### config.mk
export PLATFORM = sky130hd
export DESIGN_NAME = static_huffman_escape_encoder
export DESIGN_NICKNAME = d
export VERILOG_FILES = /design/src/rtl/she_pkg.sv /design/src/rtl/she_pack.sv /design/src/rtl/static_huffman_escape_encoder.sv
export SDC_FILE = /design/constraint.sdc
export NUM_CORES = 1
export LEC_CHECK = 0
export ABC_AREA = 1
export ABC_CLOCK_PERIOD_IN_PS = 8500
export BUFFER_PORTS_ARGS = -buffer_cell sky130_fd_sc_hd__buf_4
export CAP_MARGIN = 20
export CORE_MARGIN = 3
export CORE_UTILIZATION = 53
export CTS_BUF_LIST = sky130_fd_sc_hd__clkbuf_2
export DETAILED_ROUTE_END_ITERATION = 10
export PLACE_DENSITY_LB_ADDON = 0.2
export SETUP_SLACK_MARGIN = 0.2
export SLEW_MARGIN = 40
export SYNTH_ARGS = -nofsm -noshare
export SYNTH_HDL_FRONTEND = slang
export SYNTH_HIERARCHICAL = 1
export SYNTH_SLANG_ARGS = --single-unit
### constraint.sdc
create_clock -name clk_i -period 8.5 [get_ports clk_i]
set_clock_uncertainty 0.1 [all_clocks]
set_input_delay 0.425 -clock clk_i [delete_from_list [all_inputs] [get_ports clk_i]]
set_output_delay 0.425 -clock clk_i [all_outputs]
set_load 0.005 [all_outputs]
### src/rtl/she_pkg.sv
package she_pkg;

  // Message and size limits
  localparam int unsigned MaxMessageBytes = 1024;
  localparam logic [15:0] HeaderBytes     = 16'd3;
  localparam logic [15:0] SatMax          = 16'hFFFF;

  // Escape: 12-bit prefix, then the 8 raw bits
  localparam logic [11:0] EscapeCode = 12'hFE0;
  localparam logic [4:0]  EscapedLen = 5'd20;

  // Code ROM layout: 10 codes of 5 bits, 24 of 6, 24 of 7, 30 of 8
  localparam int unsigned RomSize  = 88;
  localparam logic [7:0]  Len6Idx  = 8'd10;
  localparam logic [7:0]  Len7Idx  = 8'd34;
  localparam logic [7:0]  Len8Idx  = 8'd58;
  localparam logic [7:0]  Len6Base = 8'h14;
  localparam logic [7:0]  Len7Base = 8'h58;
  localparam logic [7:0]  Len8Base = 8'hE0;

  // Symbols in code order; entry 0 sits in the top byte
  localparam logic [RomSize*8-1:0] CodeRom =
    {" etaoinshr", "dlcumwfgypbvkjxqzEATOISH", "RNDLCMUWFGYPBVKJXQZ01234",
     "56789.,!?;:'\"_-@#/()+=%&*<>[]{"};

  // Encoder state carried from item to item
  typedef struct packed {
    logic [6:0]  bits;
    logic [2:0]  cnt;
    logic [15:0] bytes;
    logic [15:0] syms;
    logic        ovf;
  } enc_state_t;

  // Results of one item, ready for the output sequencer
  typedef struct packed {
    logic [31:0] data;
    logic [2:0]  nres;
    logic        marker;
    logic        last;
    logic        ovf;
    logic [15:0] total;
    logic        pass;
  } bundle_t;

  // Returns {length, code bit-reversed so the earliest bit is bit 0}
  function automatic logic [24:0] code_lookup(input logic [7:0] sym);
    logic        found;
    logic [7:0]  idx;
    logic [19:0] code;
    logic [4:0]  len;
    logic [19:0] rev;
    found = 1'b0;
    idx   = 8'd0;
    for (int i = 0; i < RomSize; i++) begin
      if (!found && CodeRom[(RomSize-1-i)*8 +: 8] == sym) begin
        found = 1'b1;
        idx   = 8'(i);
      end
    end
    if (!found) begin
      code = {EscapeCode, sym};
      len  = EscapedLen;
    end else if (idx < Len6Idx) begin
      code = {12'd0, idx};
      len  = 5'd5;
    end else if (idx < Len7Idx) begin
      code = {12'd0, 8'(Len6Base + (idx - Len6Idx))};
      len  = 5'd6;
    end else if (idx < Len8Idx) begin
      code = {12'd0, 8'(Len7Base + (idx - Len7Idx))};
      len  = 5'd7;
    end else begin
      code = {12'd0, 8'(Len8Base + (idx - Len8Idx))};
      len  = 5'd8;
    end
    for (int b = 0; b < 20; b++) begin
      rev[b] = (5'(b) < len) ? code[5'(len - 5'd1 - 5'(b))] : 1'b0;
    end
    return {len, rev};
  endfunction

endpackage

### src/rtl/she_pack.sv
module she_pack (
  input  she_pkg::enc_state_t st_i,
  input  logic [7:0]          sym_i,
  input  logic                last_i,
  input  logic [15:0]         max_bytes_i,
  output she_pkg::enc_state_t st_o,
  output she_pkg::bundle_t    bnd_o
);
  import she_pkg::*;

  logic        drop;
  logic [24:0] lk;
  logic [4:0]  add_len;
  logic [31:0] win;
  logic [31:0] rest;
  logic [4:0]  nbits;
  logic [1:0]  nb;
  logic [2:0]  rem_bits;
  logic        flush;
  logic        pend;
  logic [2:0]  nf;
  logic [3:0]  ok;
  logic [2:0]  emit;
  logic        part_ovf;
  logic [16:0] tot_sum;
  logic [16:0] cnt_sum;
  logic [15:0] total;
  logic [15:0] syms_next;
  logic        ovf;

  // Code lookup; a dropped symbol adds no bits
  assign drop    = st_i.syms >= 16'(MaxMessageBytes);
  assign lk      = code_lookup(sym_i);
  assign add_len = drop ? 5'd0 : lk[24:20];

  // Append the new code above the pending bits
  assign win      = {25'd0, st_i.bits} | (drop ? 32'd0 : ({12'd0, lk[19:0]} << st_i.cnt));
  assign nbits    = 5'(st_i.cnt) + add_len;
  assign nb       = nbits[4:3];
  assign rem_bits = nbits[2:0];
  assign rest     = win >> {nb, 3'b000};
  assign flush    = last_i && (rem_bits != 3'd0);
  assign pend     = !last_i && (rem_bits != 3'd0);
  assign nf       = {1'b0, nb} + {2'b00, flush};

  // Byte index k is emitted only while below the limit
  always_comb begin
    for (int k = 0; k < 4; k++) begin
      ok[k] = ({1'b0, st_i.bytes} + 17'(k)) < {1'b0, max_bytes_i};
    end
  end

  // Emitted bytes form a prefix of the produced ones
  always_comb begin
    emit = 3'd0;
    for (int k = 0; k < 4; k++) begin
      if (ok[k] && (3'(k) < nf)) emit = emit + 3'd1;
    end
  end

  assign part_ovf = (rem_bits != 3'd0) && !ok[nb];

  // Size bookkeeping, saturating
  assign tot_sum   = {1'b0, st_i.bytes} + 17'(nf) + 17'(pend);
  assign total     = tot_sum[16] ? SatMax : tot_sum[15:0];
  assign cnt_sum   = {1'b0, st_i.bytes} + 17'(nb);
  assign syms_next = st_i.syms + 16'(!drop);
  assign ovf       = st_i.ovf | drop | (nf > emit) | part_ovf;

  // Result bundle; an empty message end gives one marker
  always_comb begin
    bnd_o.marker = (emit == 3'd0);
    bnd_o.data   = bnd_o.marker ? 32'd0 : win;
    bnd_o.nres   = (bnd_o.marker && last_i) ? 3'd1 : emit;
    bnd_o.last   = last_i;
    bnd_o.ovf    = ovf;
    bnd_o.total  = total;
    bnd_o.pass   = last_i && ({1'b0, total} >= ({1'b0, syms_next} + 17'd1));
  end

  // Next state; message end returns to reset values
  always_comb begin
    if (last_i) begin
      st_o.bits  = 7'd0;
      st_o.cnt   = 3'd0;
      st_o.bytes = HeaderBytes;
      st_o.syms  = 16'd0;
      st_o.ovf   = 1'b0;
    end else begin
      st_o.bits  = rest[6:0];
      st_o.cnt   = rem_bits;
      st_o.bytes = cnt_sum[16] ? SatMax : cnt_sum[15:0];
      st_o.syms  = syms_next;
      st_o.ovf   = ovf;
    end
  end

endmodule

### src/rtl/static_huffman_escape_encoder.sv
// Static Huffman encoder with escape.
// Accepted items wait in the input register; their results in the output register.
// Throughput: one item per cycle while items give at most one result and the output is
// not stalled; an item of n results (up to four) holds the single output register.
// Reset (rst_ni low, async): pipeline empty, bit packer and counters cleared,
// byte count at three header bytes, output limit at 65535.
module static_huffman_escape_encoder (
  input  logic        clk_i,
  input  logic        rst_ni,
  input  logic        cfg_wr_en_i,
  input  logic [15:0] cfg_wr_data_i,   // max_output_bytes
  input  logic        s_axis_tvalid,
  output logic        s_axis_tready,
  input  logic [7:0]  s_axis_tdata,    // [7:0] symbol
  input  logic        s_axis_tlast,    // last
  output logic        m_axis_tvalid,
  input  logic        m_axis_tready,
  // [7:0] out_byte, [8] overflow, [24:9] total_bytes, [25] passthrough_better
  output logic [31:0] m_axis_tdata,
  output logic [1:0]  m_axis_tuser,    // [0] byte_valid, [1] run_end
  output logic        m_axis_tlast     // message_end
);
  import she_pkg::*;

  logic        in_valid_q;
  logic [7:0]  sym_q;
  logic        last_q;
  logic [15:0] max_q;
  enc_state_t  st_q, st_d;
  bundle_t     bnd;
  logic [2:0]  rem_q;
  logic [31:0] data_q;
  logic        marker_q;
  logic        blast_q;
  logic        ovf_q;
  logic [15:0] total_q;
  logic        pass_q;
  logic        bundle_free;
  logic        proc;
  logic        out_fire;

  // Handshake control
  assign m_axis_tvalid = (rem_q != 3'd0);
  assign out_fire      = m_axis_tvalid && m_axis_tready;
  assign bundle_free   = (rem_q == 3'd0) || ((rem_q == 3'd1) && m_axis_tready);
  assign proc          = in_valid_q && bundle_free;
  assign s_axis_tready = !in_valid_q || proc;

  she_pack u_pack (
    .st_i        (st_q),
    .sym_i       (sym_q),
    .last_i      (last_q),
    .max_bytes_i (max_q),
    .st_o        (st_d),
    .bnd_o       (bnd)
  );

  // Control state
  always_ff @(posedge clk_i or negedge rst_ni) begin
    if (!rst_ni) begin
      in_valid_q <= 1'b0;
      max_q      <= SatMax;
      st_q       <= '{bits: 7'd0, cnt: 3'd0, bytes: HeaderBytes, syms: 16'd0, ovf: 1'b0};
      rem_q      <= 3'd0;
    end else begin
      if (cfg_wr_en_i) max_q <= cfg_wr_data_i;
      if (s_axis_tready) in_valid_q <= s_axis_tvalid;
      if (proc) begin
        st_q  <= st_d;
        rem_q <= bnd.nres;
      end else if (out_fire) begin
        rem_q <= rem_q - 3'd1;
      end
    end
  end

  // Input register and result payload
  always_ff @(posedge clk_i) begin
    if (s_axis_tready && s_axis_tvalid) begin
      sym_q  <= s_axis_tdata;
      last_q <= s_axis_tlast;
    end
    if (proc) begin
      data_q   <= bnd.data;
      marker_q <= bnd.marker;
      blast_q  <= bnd.last;
      ovf_q    <= bnd.ovf;
      total_q  <= bnd.total;
      pass_q   <= bnd.pass;
    end else if (out_fire) begin
      data_q <= data_q >> 8;
    end
  end

  // Output fields
  assign m_axis_tdata = {6'd0, pass_q, total_q, ovf_q, data_q[7:0]};
  assign m_axis_tuser = {(rem_q == 3'd1), !marker_q};
  assign m_axis_tlast = (rem_q == 3'd1) && blast_q;

`ifndef ASSERT_OFF
  a_marker_alone: assert property (@(posedge clk_i) disable iff (!rst_ni)
    (m_axis_tvalid && !m_axis_tuser[0]) |->
      (m_axis_tuser[1] && m_axis_tlast && m_axis_tdata[7:0] == 8'd0))
    else $error("marker item is not a lone zero end-of-message item");

  a_end_is_run_end: assert property (@(posedge clk_i) disable iff (!rst_ni)
    (m_axis_tvalid && m_axis_tlast) |-> m_axis_tuser[1])
    else $error("message end without run end");

  a_state_cleared: assert property (@(posedge clk_i) disable iff (!rst_ni)
    (proc && last_q) |=>
      (st_q.syms == 16'd0 && st_q.cnt == 3'd0 && st_q.bytes == HeaderBytes && !st_q.ovf))
    else $error("encoder state not cleared after message end");

  a_sym_bound: assert property (@(posedge clk_i) disable iff (!rst_ni)
    st_q.syms <= 16'(MaxMessageBytes))
    else $error("symbol count beyond message limit");
`endif

endmodule
==> flow_summary.toml <==
[status]
outcome = "complete, but fails checks"
violations = "setup timing"

[synth]
synth.most_common_cell = "nand2_1"
synth-edff-count = 61
ys.flop_type = "edfxtp_1"
synthTopCellsByArea = "edfxtp_1 (14%), nand2_1 (12%), ha_1 (11%)"
yosys_warnings = 6
syn_area_um2 = 13000
synthSimpleGateAreaFrac_pct = 35.1
synthAdderAreaFrac_pct = 11.4
synth-compound-area-share_pct = 8.21
ys_seq_elements = 124
synth_top_area_share_pct = 14.1
ys_types = 57
yosysSeqAreaShare_pct = 26.5
yosysTopAreaCell = "edfxtp_1"
syn_inst = 1925
synthTopCellsByCount = "nand2_1 (426), inv_1 (274), nor2_1 (265)"
synth_xor_area_share_pct = 5.41
postSynthAreaPerCell_um2 = 6.73
synthArstFlopShare_pct = 50.8
synth_top_family_by_area = "simple AND/OR/NAND/NOR gates"
synth_mux_area_share_pct = 1.54

[setup_path]
critPathRequiredTime_ns = 8.88
cpMostUsedCell = "nand4_1"
worstSetupStartpointType = "flop"
crit_fanout = 7
slowest_delay_ns = 0.49
cp_slowest_cell = "edfxtp_1"
cp_top_family = "simple AND/OR/NAND/NOR gates"
cp-end-kind = "flop"
crit_buf_inv = 11
crit_arrival_ns = 8.90
crit_type = "flop to flop"

[clock_tree]
numCtsBuffers = 17
clock_latency_ns = 0.72
clkTransAtPathRegs_ns = 0.20
clock_sinks = 124
clock-root-buffer = "clkbuf_2"
htreeDepth = 4
cts_tree = "done"
cts_max_path_buffers = 2

[timing]
maxSlewViolCount = 0
setup_tns_ns = -0.0435
fmax_mhz = 117
grt_setup_unrepaired = "true"
slew-limit-headroom_pct = 45.5
setup_slack_ns = -0.0235
finalCritPeriodShare_pct = 100
period_needed_ns = 8.52
whs_ns = 0.0726
finalSetupViolations = 2
tightestPinTransition_ns = 0.816
hold_violations = 0

[job]
maxCapViolCount = 0

[finish]
area_growth_pct = 16.9
drive_above_1_share_pct = 16.1
nNetsFinal = 2187
nFillCells = 2158

[floorplan]
die-area_um2 = 26400
die_w_um = 162
start_util_pct = 54.6
core-area_um2 = 23800
row_count = 56
die_y_um = 162
ios = 67

[place]
port_buffers = 60
routabilityCongestion = 0.999
dp.final_hpwl_mm = 28.0
dpl_worst_slack_ns = -0.171

[drt]
drt_pass1_iterations = 6
first_iter_violations = 1247
ant_nets = 0
routedWlPerCell_um = 16.2
drc = 0
vias_per_cell = 5.60
totalWireLength_mm = 38.5
via_count = 13300

[global_route]
gr-total-overflow = 0
grt_pass1_vias = 12100
antenna_found_initial = 1
grt_pass1_wl_mm = 60.6
grtUsageTotal_pct = 28.1
grt_start_max_net_pins = 88

[worst_hold_path]
hold_path.class = "primary input to flop"

[power_and_ir_drop]
power.leakage_uw = 0.00735
vdd_drop_max_mv = 0.396
powerDensity_nw_per_um2 = 478
## layer usage
metal / global-route usage (%) / share of wire [%] / vias to the layer above
met1: 39.8 / 44 / 6221
met4: 7.87 / 2.3 / 0
met2: 45.2 / 47 / 499
met3: 3.66 / 6.4 / 63
met5: 0 / 0 / -
li1: - / - / 6500
## cell type report
cell class                 instances  area [µm²]  area share [%]
timing repair buffer             163        1450            9.59
tap                              319         399            2.63
clock inverter                    13         139           0.916
sequential                       124        3430            22.6
clock buffer                      19        95.1           0.627
inverter                         291        1100            7.27
multi-input combinational       1444        8530            56.3
antenna                            1        2.50          0.0165
## logic make-up (layout without fill, tap and decap cells)
group           after synthesis  count (layout)
mux                          18              18
flops                       124             124
buf+inv                     366             486
other cells                   3              13
simple gates               1033            1033
xor+xnor                     80              80
compound gates              185             185
fa+ha+maj                   116             116
## worst paths after layout
check,from,end,slack (ns),depth (start not counted)
max,sym_q[5],ovf_q,-0.02,71
min,cfg_wr_en_i,max_q[15],0.07,2
max in group asynchronous,rst_ni,st_q[30],7.65,2
min reg2reg,st_q[38],st_q[38],0.40,2
min in group asynchronous,rst_ni,st_q[11],0.10,2
max reg2reg,sym_q[5],ovf_q,-0.02,71
## sequential cells by signal (all words and copies together), names as in the netlist
register	flops
ovf_q	1
pass_q	1
st_q	43
marker_q	1
in_valid_q	1
last_q	1
rem_q	3
data_q	32
max_q	16
sym_q	8
total_q	16
blast_q	1
## stage by stage
step / total power [µW] / cells / area [µm²] / utilization, %
after floorplan: 4170 / 1934 / 13000 / -
after global placement: 5110 / 2266 / 13600 / 57.4
after detailed placement: 5190 / 2266 / 13600 / 57.4
after CTS: 5660 / 2343 / 14300 / 60.4
after global routing: 7840 / 2374 / 15200 / 63.8
final: 7250 / 2374 / 15200 / 63.8
## report_power, final
part	leakage (µW)	switching (µW)	internal, µW
sequential	0.00139	130	910
clock	0.000150	256	140
combinational	0.00582	3410	2410
total	0.00735	3800	3460
## what timing repair did
action / in CTS / in global routing
buffers inserted: 8 / 27
pin swaps: 11 / 54
cloned: 0 / 3
endpoints found under the setup margin: 1 / 39
hold buffers: 37 / 0
hold endpoints to repair: 90 / 0
gates resized for setup: 21 / 121
## cells in the final DEF, fill, tap and decap left out, types with 19 or more instances in the layout
cell type / n
nor2_1: 245
nor3_1: 30
nand3_1: 177
ha_1: 105
clkbuf_2: 19
xor2_1: 69
nand2_1: 407
nand4_1: 66
buf_4: 108
inv_1: 263
a21oi_1: 65
edfxtp_1: 61
dfrtp_1: 45
nand2_2: 27
dlygate4sd3_1: 37
o21ai_0: 48
No activity file was read; power rests on OpenSTA's default activity.
